### config.mk
export PLATFORM = sky130hd
export DESIGN_NAME = mtc_ctrl
export DESIGN_NICKNAME = d
export VERILOG_FILES = /design/src/rtl/assert_macros.svh /design/src/rtl/mtc_pkg.sv /design/src/rtl/mtc_ctrl.sv
export SDC_FILE = /design/constraint.sdc
export NUM_CORES = 1
export LEC_CHECK = 0
export BUFFER_PORTS_ARGS = -buffer_cell sky130_fd_sc_hd__buf_4
export CORE_MARGIN = 4
export CORE_UTILIZATION = 45
export DETAILED_ROUTE_END_ITERATION = 16
export PLACE_DENSITY = 0.89
export SLEW_MARGIN = 10
export SYNTH_ARGS = -nofsm -noshare
export SYNTH_HDL_FRONTEND = slang
export SYNTH_SLANG_ARGS = --single-unit
export TNS_END_PERCENT = 30
### constraint.sdc
create_clock -name clk -period 3.7 [get_ports clk]
set_input_delay 0.185 -clock clk [delete_from_list [all_inputs] [get_ports clk]]
set_output_delay 0.185 -clock clk [all_outputs]
set_load 0.05 [all_outputs]
### src/rtl/assert_macros.svh
// Assertion macros of the transition counter, used by its top-level RTL file.
// Depends on nothing; a synthesis build defines SYNTHESIS and gets empty bodies.
`ifndef ASSERT_MACROS_SVH
`define ASSERT_MACROS_SVH
`ifndef SYNTHESIS
`define ASSERT_IMP(lbl, clk, rst_n, ante, cons) \
    lbl: assert property (@(posedge clk) disable iff (!rst_n) (ante) |-> (cons)) \
        else $error("same-cycle check failed");
`define ASSERT_NXT(lbl, clk, rst_n, ante, cons) \
    lbl: assert property (@(posedge clk) disable iff (!rst_n) (ante) |=> (cons)) \
        else $error("next-cycle check failed");
`else
`define ASSERT_IMP(lbl, clk, rst_n, ante, cons)
`define ASSERT_NXT(lbl, clk, rst_n, ante, cons)
`endif
`endif

### src/rtl/mtc_pkg.sv
// Types and constants of the transition counter.
// Used by the interfaces, controller, datapath and divider.
package mtc_pkg;

    localparam int IN_KEY_W  = 16;
    localparam int STATUS_W  = 3;
    localparam int PROB_W    = 17;
    localparam int FRAC_BITS = 16;
    localparam logic [PROB_W-1:0] PROB_ONE = PROB_W'(1) << FRAC_BITS;

    typedef logic [STATUS_W-1:0] status_t;

    localparam status_t ST_BOTH      = 3'd0;
    localparam status_t ST_NEW_ENTRY = 3'd1;
    localparam status_t ST_NEW_ROW   = 3'd2;
    localparam status_t ST_FULL      = 3'd3;
    localparam status_t ST_IGNORED   = 3'd4;

    typedef enum logic [6:0] {
        S_IDLE = 7'b0000001,
        S_RCHK = 7'b0000010,
        S_RCMP = 7'b0000100,
        S_ECHK = 7'b0001000,
        S_ECMP = 7'b0010000,
        S_DIV  = 7'b0100000,
        S_DONE = 7'b1000000
    } state_t;

    typedef struct packed {
        logic    load;
        logic    idx_clr;
        logic    idx_inc;
        logic    cap_row;
        logic    wr_new_row;
        logic    wr_hit;
        logic    wr_new_ent;
        logic    div_start;
        logic    set_res;
        status_t res_status;
        logic    res_hit;
        logic    res_use_div;
        logic    out_load;
    } cmd_t;

    typedef struct packed {
        logic is_query;
        logic has_prev;
        logic idx_at_rows;
        logic row_match;
        logic rows_full;
        logic idx_at_fill;
        logic ent_match;
        logic fill_full;
        logic div_done;
        logic out_free;
    } sts_t;

endpackage

### src/rtl/mtc_ctrl.sv
// Controller state machine: row search, entry search, table writes, division, response.
// Depends on mtc_pkg; drives the datapath through cmd_t and reads sts_t.
module mtc_ctrl import mtc_pkg::*; (
    input  logic clk,
    input  logic rst_n,
    input  logic req_valid,
    output logic req_ready,
    input  sts_t sts,
    output cmd_t cmd
);
    state_t state_reg, state_next;

    always_comb
    begin
        cmd        = '0;
        state_next = state_reg;
        unique case (state_reg)
            S_IDLE:
            begin
                if (req_valid)
                begin
                    cmd.load    = 1'b1;
                    cmd.idx_clr = 1'b1;
                    state_next  = S_RCHK;
                end
            end
            S_RCHK:
            begin
                if (!sts.is_query && !sts.has_prev)
                begin
                    cmd.set_res    = 1'b1;
                    cmd.res_status = ST_IGNORED;
                    state_next     = S_DONE;
                end
                else if (sts.idx_at_rows)
                begin
                    cmd.set_res = 1'b1;
                    if (sts.is_query)
                    begin
                        cmd.res_status = ST_IGNORED;
                    end
                    else if (sts.rows_full)
                    begin
                        cmd.res_status = ST_FULL;
                    end
                    else
                    begin
                        cmd.wr_new_row = 1'b1;
                        cmd.res_status = ST_NEW_ROW;
                    end
                    state_next = S_DONE;
                end
                else
                begin
                    state_next = S_RCMP;
                end
            end
            S_RCMP:
            begin
                if (sts.row_match)
                begin
                    cmd.cap_row = 1'b1;
                    cmd.idx_clr = 1'b1;
                    state_next  = S_ECHK;
                end
                else
                begin
                    cmd.idx_inc = 1'b1;
                    state_next  = S_RCHK;
                end
            end
            S_ECHK:
            begin
                if (sts.idx_at_fill)
                begin
                    cmd.set_res = 1'b1;
                    if (sts.is_query)
                    begin
                        cmd.res_status = ST_IGNORED;
                    end
                    else if (sts.fill_full)
                    begin
                        cmd.res_status = ST_FULL;
                    end
                    else
                    begin
                        cmd.wr_new_ent = 1'b1;
                        cmd.res_status = ST_NEW_ENTRY;
                    end
                    state_next = S_DONE;
                end
                else
                begin
                    state_next = S_ECMP;
                end
            end
            S_ECMP:
            begin
                if (sts.ent_match)
                begin
                    if (sts.is_query)
                    begin
                        cmd.div_start = 1'b1;
                        state_next    = S_DIV;
                    end
                    else
                    begin
                        cmd.wr_hit     = 1'b1;
                        cmd.set_res    = 1'b1;
                        cmd.res_status = ST_BOTH;
                        state_next     = S_DONE;
                    end
                end
                else
                begin
                    cmd.idx_inc = 1'b1;
                    state_next  = S_ECHK;
                end
            end
            S_DIV:
            begin
                if (sts.div_done)
                begin
                    cmd.set_res     = 1'b1;
                    cmd.res_status  = ST_IGNORED;
                    cmd.res_hit     = 1'b1;
                    cmd.res_use_div = 1'b1;
                    state_next      = S_DONE;
                end
            end
            S_DONE:
            begin
                if (sts.out_free)
                begin
                    cmd.out_load = 1'b1;
                    state_next   = S_IDLE;
                end
            end
            default:
            begin
                state_next = S_IDLE;
            end
        endcase
    end

    always_ff @(posedge clk or negedge rst_n)
    begin
        if (!rst_n)
        begin
            state_reg <= S_IDLE;
        end
        else
        begin
            state_reg <= state_next;
        end
    end

    assign req_ready = (state_reg == S_IDLE);
endmodule

==> results of run 1 <==
[routing by layer]
layer / GRT usage, % / wire length [um] / vias to the layer above
met5: 0 / 0 / -
met4: 8.19 / 21 / 0
met3: 4.78 / 74 / 4
met2: 33.6 / 1020 / 22
met1: 25.4 / 769 / 345
li1: - / - / 335
[power by group through the flow]
stage          logic [mW]  registers, mW  clock network, mW
2_1_floorplan       0.209          0.118                  0
3_3_place_gp        0.270          0.125                  0
3_5_place_dp        0.274          0.128                  0
4_1_cts             0.277          0.126             0.0797
5_1_grt             0.297          0.130             0.0851
6_report            0.278          0.127             0.0809
[layout make-up]
| class | instances | area share, % |
|---|---|---|
| timing repair buffer | 29 | 25.7 |
| inverter | 5 | 2.19 |
| tap | 15 | 2.19 |
| multi-input combinational | 58 | 46.3 |
| clock buffer | 4 | 3.07 |
| sequential | 7 | 20.6 |
[cells in the mapped netlist]
cell and number:
nor2_1 9, dfrtp_1 6, nor3_1 6, inv_1 5
nand2_1 4, and4b_1 3, o21ai_0 3, a31oi_1 2
and3_1 2, nand4_1 2, nand4b_1 2, nor2b_1 2
or2_2 2, or3b_1 2, a211oi_4 1, a21oi_1 1
and2_1 1, and4_1 1, buf_4 1, buf_6 1
clkbuf_1 1, dfstp_2 1, nand3_1 1, nor3_2 1
nor3b_1 1, nor4b_1 1, nor4bb_1 1, o2111a_1 1
o211ai_1 1, o21ba_2 1, o22a_1 1, o22ai_1 1
o311ai_0 1, o32a_1 1, or4_4 1, or4bb_1 1
xor2_1 1
[through the flow]
stage          hold slack [ns]  util, %  setup slack, ns
2_1_floorplan           -0.111        -            0.773
3_3_place_gp           0.00372     63.1             1.85
3_5_place_dp           0.00627     63.1             1.81
4_1_cts                 0.0728     65.9             1.47
5_1_grt                 0.0750     65.9             1.32
6_report                0.0670     65.9             1.42
[cells by family (layout without fill, tap and decap cells)]
family | count (synthesis) | in the layout | share of synthesized area, %
AOI/OAI and AO/OA | 14 | 14 | 18.7
xor gates and xnor gates | 1 | 1 | 1.43
buffers and inverters | 8 | 38 | 6.72
DFF | 7 | 7 | 28.7
and+or+nand+nor | 43 | 43 | 44.4
[worst max path at each step]
| stage | end | slack (ns) |
|---|---|---|
| 6_report | cmd[6] | 1.42 |
| 5_1_grt | cmd[6] | 1.32 |
| 4_1_cts | cmd[6] | 1.47 |
| 3_5_place_dp | cmd[6] | 1.81 |
| 3_3_place_gp | cmd[6] | 1.85 |
| 2_1_floorplan | cmd[5] | 0.77 |
==> flow_metrics.py, run 1 <==
metrics = {
    "global_routing": {
        "antenna_found_initial": 0,
        "track_usage_pct": 20.4,
        "first_global_vias": 663,
        "grt_pass1_wl_um": 2970,
        "grt-ovfl-total": 0,
        "grt_start_max_net_pins": 11,
    },
    "setup_path": {
        "critPathBufInv": 1,
        "reg2reg_from": "state_reg[6]$_DFFE_PN0P_",
        "startpoint_type": "flop",
        "path_max_fanout": 7,
        "reg2reg_slack_ns": 1.96,
        "cp_slowest_stage_delay_ns": 0.46,
        "criticalPathCategory": "flop to output pin",
        "path_cells": "nor3_2, nand4b_1, o32a_1, nand2_1, buf_4",
        "path_depth": 5,
        "r2r_end": "state_reg[6]$_DFFE_PN0P_",
        "cpLargestDelayFamily": "simple AND/OR/NAND/NOR gates",
        "r2r_cells": 4,
        "cp_slowest_cell": "dfrtp_1",
        "startpoint": "state_reg[6]$_DFFE_PN0P_",
        "required_ns": 3.51,
        "cp.arrival_ns": 2.10,
        "worst_setup_path_end_kind": "output pin",
    },
    "sta": {
        "worst_slew_pin_slew_ns": 0.462,
        "fin_crit_ns": 2.28,
        "finClkSkew_ns": 0.00336,
        "slew_headroom_pct": 69.1,
        "hold_viol": 0,
        "grt_setup_unrepaired": "false",
        "max_clock_freq_mhz": 438,
        "period_share_pct": 61.7,
        "setup_viol": 0,
        "slew_viol_final": 0,
        "final.setup.tns_ns": 0,
    },
    "drt": {
        "vias": 706,
        "wl_um": 1890,
        "antenna_left": 0,
        "viasPerCell": 5.98,
        "drt-initial-drc-count": 19,
        "wl_per_cell_um": 16.0,
        "drc": 0,
        "dr.pass1.iters": 4,
    },
    "power": {
        "power_frac_comb_pct": 57.3,
        "p_sw_share_pct": 49.2,
        "internal-power_mw": 0.246,
        "peakVddDrop_v": 0.000434,
        "power_mw": 0.485,
        "power_leakage_nw": 0.418,
        "clockPowerShare_pct": 16.7,
        "power_density_nw_per_um2": 566,
        "seq_power_share_pct": 26.1,
        "power_switching_mw": 0.239,
    },
    "worst_hold_path": {
        "min_to": "state_reg[4]$_DFFE_PN0P_",
        "holdPathStages": 2,
        "min_from": "sts[4]",
        "min_path_type": "input port to flop",
    },
    "floorplanning": {
        "core-area_um2": 1300,
        "die_w_um": 45.0,
        "rows": 13,
        "dieArea_um2": 2020,
        "start_util_pct": 47.2,
        "num_io_pins": 29,
        "die_y_um": 45.0,
    },
    "final_layout": {
        "regArea_um2": 176,
        "final_cells": 118,
        "area_growth_pct": 39.5,
        "diodes": 0,
        "fin_area_um2": 857,
        "fill_cells": 114,
        "final_nets": 117,
        "layout_common_cells": "28 x buf_4, 9 x nor2_1, 6 x nor3_1, 6 x dfrtp_1, 5 x inv_1",
        "largest_reg_flops": 7,
        "multi_input_area_um2": 397,
        "drive_above_1_share_pct": 36.9,
        "final_common_cell": "buf_4",
    },
    "clock_tree": {
        "path_clk_slew_ns": 0.06,
        "clkSinkCount": 7,
        "cts_buffers": 3,
        "root_buffer": "clkbuf_4",
        "htreeDepth": 1,
        "hold_buffers": 1,
        "tritoncts": "yes",
        "clk_latency_ns": 0.28,
        "clk_path_buf_depth": 2,
        "postCtsSetupRepairBufs": 0,
        "cts_resized": 0,
    },
    "logic_synthesis": {
        "yosysSeqAreaShare_pct": 28.7,
        "synth_largest_area_cell": "dfrtp_1",
        "syn_area_um2": 614,
        "syn-num-nets": 86,
        "avgSynthCellArea_um2": 8.42,
        "synth_top_cell_area_share_pct": 24.4,
        "yosys_warnings": 0,
        "synthDistinctLibCells": 37,
        "synthCells": 73,
        "ys_top_cells_by_area": "dfrtp_1 24%, nor2_1 5.5%, and4b_1 4.9%, nor3_1 4.9%, dfstp_2 4.3%",
        "ys_ff_latch": 7,
    },
    "outcome": {
        "status": "complete, no violations",
    },
    "placement": {
        "place.gp.congestion": 0.918,
        "io_buffers": 28,
        "dp_hpwl_um": 1390,
        "dp.cells": 113,
        "placed_cell_area_um2": 821,
    },
    "run": {
        "cap_violations": 0,
    },
}
(Power assumes the default switching activity.)
==> run 2: changes to the inputs <==
Settings changed: CORE_UTILIZATION 45 to 44, PLACE_DENSITY 0.89 to 0.87.
Clock period 3.7 ns to 2.25 ns, I/O delays scaled along.
==> flow_metrics.py, run 2 (synthesis results as in run 1) <==
metrics = {
    "floorplanning": {
        "num_io_pins": 29,
        "core-area_um2": 1300,
        "start_util_pct": 47.2,
        "die_w_um": 45.4,
        "rows": 13,
        "dieArea_um2": 2060,
        "die_y_um": 45.4,
    },
    "worst_hold_path": {
        "min_path_type": "input port to flop",
    },
    "setup_path": {
        "startpoint_type": "flop",
        "worst_setup_path_end_kind": "output pin",
        "cp.arrival_ns": 2.00,
        "criticalPathCategory": "flop to output pin",
        "path_max_fanout": 6,
        "required_ns": 2.14,
    },
    "drt": {
        "drc": 0,
        "dr.pass1.iters": 4,
        "wl_per_cell_um": 16.0,
        "viasPerCell": 5.97,
        "wl_um": 1900,
        "antenna_left": 0,
        "vias": 711,
        "drt-initial-drc-count": 7,
    },
    "clock_tree": {
        "htreeDepth": 1,
        "clk_latency_ns": 0.26,
        "path_clk_slew_ns": 0.06,
        "tritoncts": "yes",
        "clkSinkCount": 7,
        "root_buffer": "clkbuf_4",
        "cts_resized": 0,
        "clk_path_buf_depth": 2,
        "cts_buffers": 3,
    },
    "final_layout": {
        "fill_cells": 123,
        "post-route-util_pct": 66.8,
        "drive_above_1_share_pct": 38.5,
        "final_cells": 119,
        "largest_reg_flops": 7,
        "final_common_cell": "buf_4",
        "layout_common_cells": "29 x buf_4, 9 x nor2_1, 6 x dfrtp_1, 5 x nor3_1, 5 x inv_1",
        "fin_area_um2": 870,
        "regArea_um2": 176,
        "final_nets": 118,
        "multi_input_area_um2": 402,
        "area_growth_pct": 41.5,
        "diodes": 0,
    },
    "sta": {
        "worst_slew_pin_slew_ns": 0.497,
        "finClkSkew_ns": 0.00174,
        "setup_viol": 0,
        "slew_headroom_pct": 66.8,
        "slew_viol_final": 0,
        "period_share_pct": 93.8,
        "hold_viol": 0,
        "max_clock_freq_mhz": 474,
        "grt_setup_unrepaired": "false",
        "fin_crit_ns": 2.11,
    },
    "power": {
        "internal-power_mw": 0.417,
        "power_mw": 0.805,
        "power_frac_comb_pct": 59.1,
        "power_density_nw_per_um2": 926,
        "power_leakage_nw": 0.425,
        "power_switching_mw": 0.388,
        "seq_power_share_pct": 26.1,
        "peakVddDrop_v": 0.000720,
        "clockPowerShare_pct": 14.7,
        "p_sw_share_pct": 48.2,
    },
    "global_routing": {
        "grt-ovfl-total": 0,
        "grt_pass1_wl_um": 3220,
        "grt_start_max_net_pins": 11,
        "track_usage_pct": 21.6,
        "first_global_vias": 707,
        "antenna_found_initial": 0,
    },
    "placement": {
        "io_buffers": 28,
        "place.gp.congestion": 0.875,
        "placed_cell_area_um2": 833,
        "dp.cells": 114,
    },
    "run": {
        "cap_violations": 0,
    },
    "outcome": {
        "status": "complete, no violations",
    },
}
run 2: cell type report:
class,count,share of cell area [%]
multi-input cells,58,46.2
well taps,15,2.16
clock buffers,4,3.02
flip-flops and latches,7,20.3
repair buffers,30,26.2
inverters,5,2.16
run 2: what timing repair did:
item                                   4_1_cts  5_1_grt
buffers inserted                             0        0
hold buffers                                 1        0
endpoints found under the hold margin        7        0
run 2: path summary, 6_finish.rpt:
kind | slack, ns | start | cells after the start | endpoint
max | 0.14 | state_reg[4]$_DFFE_PN0P_ | 5 | cmd[10]
min | 0.03 | sts[4] | 2 | state_reg[4]$_DFFE_PN0P_
max reg2reg | 0.59 | state_reg[0]$_DFFE_PN1P_ | 4 | state_reg[0]$_DFFE_PN1P_
min reg2reg | 0.61 | state_reg[2]$_DFFE_PN0P_ | 1 | state_reg[4]$_DFFE_PN0P_
max in group asynchronous | 1.84 | rst_n | 2 | state_reg[0]$_DFFE_PN1P_
min in group asynchronous | 0.20 | rst_n | 2 | state_reg[5]$_DFFE_PN0P_
run 2: critical path: stages (launching register included):
cell and delay (ns):
dfrtp_1 0.44, or4_4 0.60, nor2_1 0.21, nand2_1 0.12, nor3_2 0.14, buf_4 0.23
run 2: per-layer routing:
layer | wire length (um) | up-vias | track usage, %
met3 | 125 | 2 | 7.57
met4 | 4 | 0 | 2.34
met5 | 0 | - | 0
met1 | 769 | 340 | 26.5
met2 | 1000 | 32 | 37.3
li1 | - | 337 | -
run 2: metrics by stage:
stage                     setup TNS [ns]  hold slack, ns  setup WS [ns]
after floorplan                  -0.0753          -0.183        -0.0600
after global placement                 0         -0.0691          0.504
after detailed placement               0         -0.0646          0.462
after CTS                              0          0.0233          0.170
after global routing                   0          0.0228        0.00593
final                                  0          0.0256          0.140
run 2: power by group through the flow:
stage                     sequential [mW]  combinational [mW]  clock [mW]
after global routing                0.217               0.510       0.133
final                               0.210               0.476       0.119
after CTS                           0.208               0.474       0.121
after floorplan                     0.194               0.346           0
after detailed placement            0.210               0.471           0
after global placement              0.208               0.464           0
==> run 3: changes to the inputs <==
Settings changed: CORE_MARGIN 4 to unset, RECOVER_POWER set to 50.
==> flow_metrics.py, run 3 (synthesis results as in run 1) <==
metrics = {
    "outcome": {
        "status": "complete, no violations",
    },
    "clock_tree": {
        "clkSinkCount": 7,
        "tritoncts": "yes",
        "cts_resized": 0,
        "root_buffer": "clkbuf_4",
        "cts_buffers": 3,
        "clk_latency_ns": 0.26,
        "htreeDepth": 1,
        "clk_path_buf_depth": 2,
        "path_clk_slew_ns": 0.05,
    },
    "global_routing": {
        "grt_pass1_wl_um": 2750,
        "antenna_found_initial": 0,
        "grt-ovfl-total": 0,
        "track_usage_pct": 26.7,
        "first_global_vias": 622,
        "grt_start_max_net_pins": 11,
    },
    "final_layout": {
        "post-route-util_pct": 65.3,
        "area_growth_pct": 38.3,
        "final_common_cell": "buf_4",
        "final_nets": 118,
        "fin_area_um2": 850,
        "layout_common_cells": "27 x buf_4, 9 x nor2_1, 6 x dfrtp_1, 5 x nor3_1, 5 x inv_1",
        "drive_above_1_share_pct": 34.6,
        "diodes": 0,
        "largest_reg_flops": 7,
        "final_cells": 119,
        "fill_cells": 118,
    },
    "drt": {
        "dr.pass1.iters": 4,
        "antenna_left": 0,
        "wl_um": 1830,
        "drc": 0,
        "viasPerCell": 6.09,
        "vias": 725,
        "wl_per_cell_um": 15.4,
        "drt-initial-drc-count": 20,
    },
    "sta": {
        "fin_crit_ns": 2.09,
        "worst_slew_pin_slew_ns": 0.588,
        "setup_ws_ns": 0.160,
        "grt_setup_unrepaired": "false",
        "period_share_pct": 92.9,
        "slew_headroom_pct": 61.0,
        "finClkSkew_ns": 0.000572,
        "setup_viol": 0,
        "hold_viol": 0,
        "max_clock_freq_mhz": 478,
        "slew_viol_final": 0,
        "final.setup.tns_ns": 0,
    },
    "power": {
        "power_leakage_nw": 0.415,
        "seq_power_share_pct": 25.8,
        "clockPowerShare_pct": 15.3,
        "power_frac_comb_pct": 58.9,
        "power_density_nw_per_um2": 928,
        "p_sw_share_pct": 48.7,
        "peakVddDrop_v": 0.000664,
        "internal-power_mw": 0.405,
        "power_switching_mw": 0.384,
    },
    "floorplanning": {
        "dieArea_um2": 1550,
        "die_w_um": 39.4,
        "start_util_pct": 47.2,
        "die_y_um": 39.4,
        "core-area_um2": 1300,
        "rows": 13,
        "num_io_pins": 29,
    },
    "setup_path": {
        "worst_setup_path_end_kind": "output pin",
        "required_ns": 2.14,
        "startpoint_type": "flop",
        "criticalPathCategory": "flop to output pin",
        "cp.arrival_ns": 1.98,
        "path_max_fanout": 7,
    },
    "placement": {
        "dp_hpwl_um": 1370,
        "place.gp.congestion": 0.872,
        "placed_cell_area_um2": 833,
        "dp.cells": 114,
        "pre_cts_ws_ns": 0.483,
        "io_buffers": 28,
    },
    "worst_hold_path": {
        "min_path_type": "input port to flop",
    },
    "run": {
        "cap_violations": 0,
    },
}
run 3: cell count changes in the layout (fill, tap and decap cells not counted):
cell      change
dfstp_2       -1
buf_4         -2
a211oi_4      -1
a211oi_1      +1
dfstp_1       +1
clkbuf_1      +2
run 3: area by class of cell:
class / instances / area (um2) / share of cell area, %
clock buffers: 4 / 26.3 / 3.09
inverters: 5 / 18.8 / 2.21
multi-input cells: 58 / 389 / 45.8
flip-flops and latches: 7 / 176 / 20.8
well taps: 15 / 18.8 / 2.21
repair buffers: 30 / 220 / 25.9
run 3: metal layers:
metal / GRT usage, % / routed length, um / vias to the layer above / part of all wire, %
li1: - / - / 342 / -
met4: 10.3 / 23 / 0 / 1.3
met3: 3.98 / 122 / 5 / 6.7
met2: 45.4 / 922 / 40 / 50
met5: 0 / 0 / - / 0
met1: 33.4 / 758 / 338 / 41
run 3: what timing repair did:
| item | 4_1_cts | 5_1_grt |
|---|---|---|
| hold endpoints to repair | 7 | 0 |
| buffers inserted | 0 | 0 |
| hold buffers | 1 | 0 |
run 3: stage by stage:
stage               power [mW]  hold WS [ns]
floorplan                0.540        -0.183
global placement         0.669       -0.0698
detailed placement       0.678       -0.0662
CTS                      0.806        0.0228
global route             0.828        0.0248
finish                   0.788        0.0161
run 3: path summary, 6_finish.rpt:
path	start	to	slack (ns)	cells after the start
setup / recovery	state_reg[6]$_DFFE_PN0P_	cmd[6]	0.16	5
hold / removal	sts[4]	state_reg[4]$_DFFE_PN0P_	0.02	2
setup reg to reg	state_reg[0]$_DFFE_PN1P_	state_reg[0]$_DFFE_PN1P_	0.45	4
hold reg to reg	state_reg[2]$_DFFE_PN0P_	state_reg[4]$_DFFE_PN0P_	0.61	1
max in group asynchronous	rst_n	state_reg[0]$_DFFE_PN1P_	1.64	2
min in group asynchronous	rst_n	state_reg[1]$_DFFE_PN0P_	0.29	2
run 3: power groups by stage:
stage | sequential, mW | combinational (mW) | clock, mW
floorplan | 0.194 | 0.346 | 0
global placement | 0.206 | 0.463 | 0
detailed placement | 0.210 | 0.468 | 0
CTS | 0.209 | 0.476 | 0.121
global route | 0.208 | 0.494 | 0.127
finish | 0.203 | 0.464 | 0.121
run 3: worst max-delay path: stages (launching register included):
cell      delay, ns
dfrtp_1        0.46
nor3_2         0.38
nand4b_1       0.26
o32a_1         0.36
nand2_1        0.06
buf_4          0.19
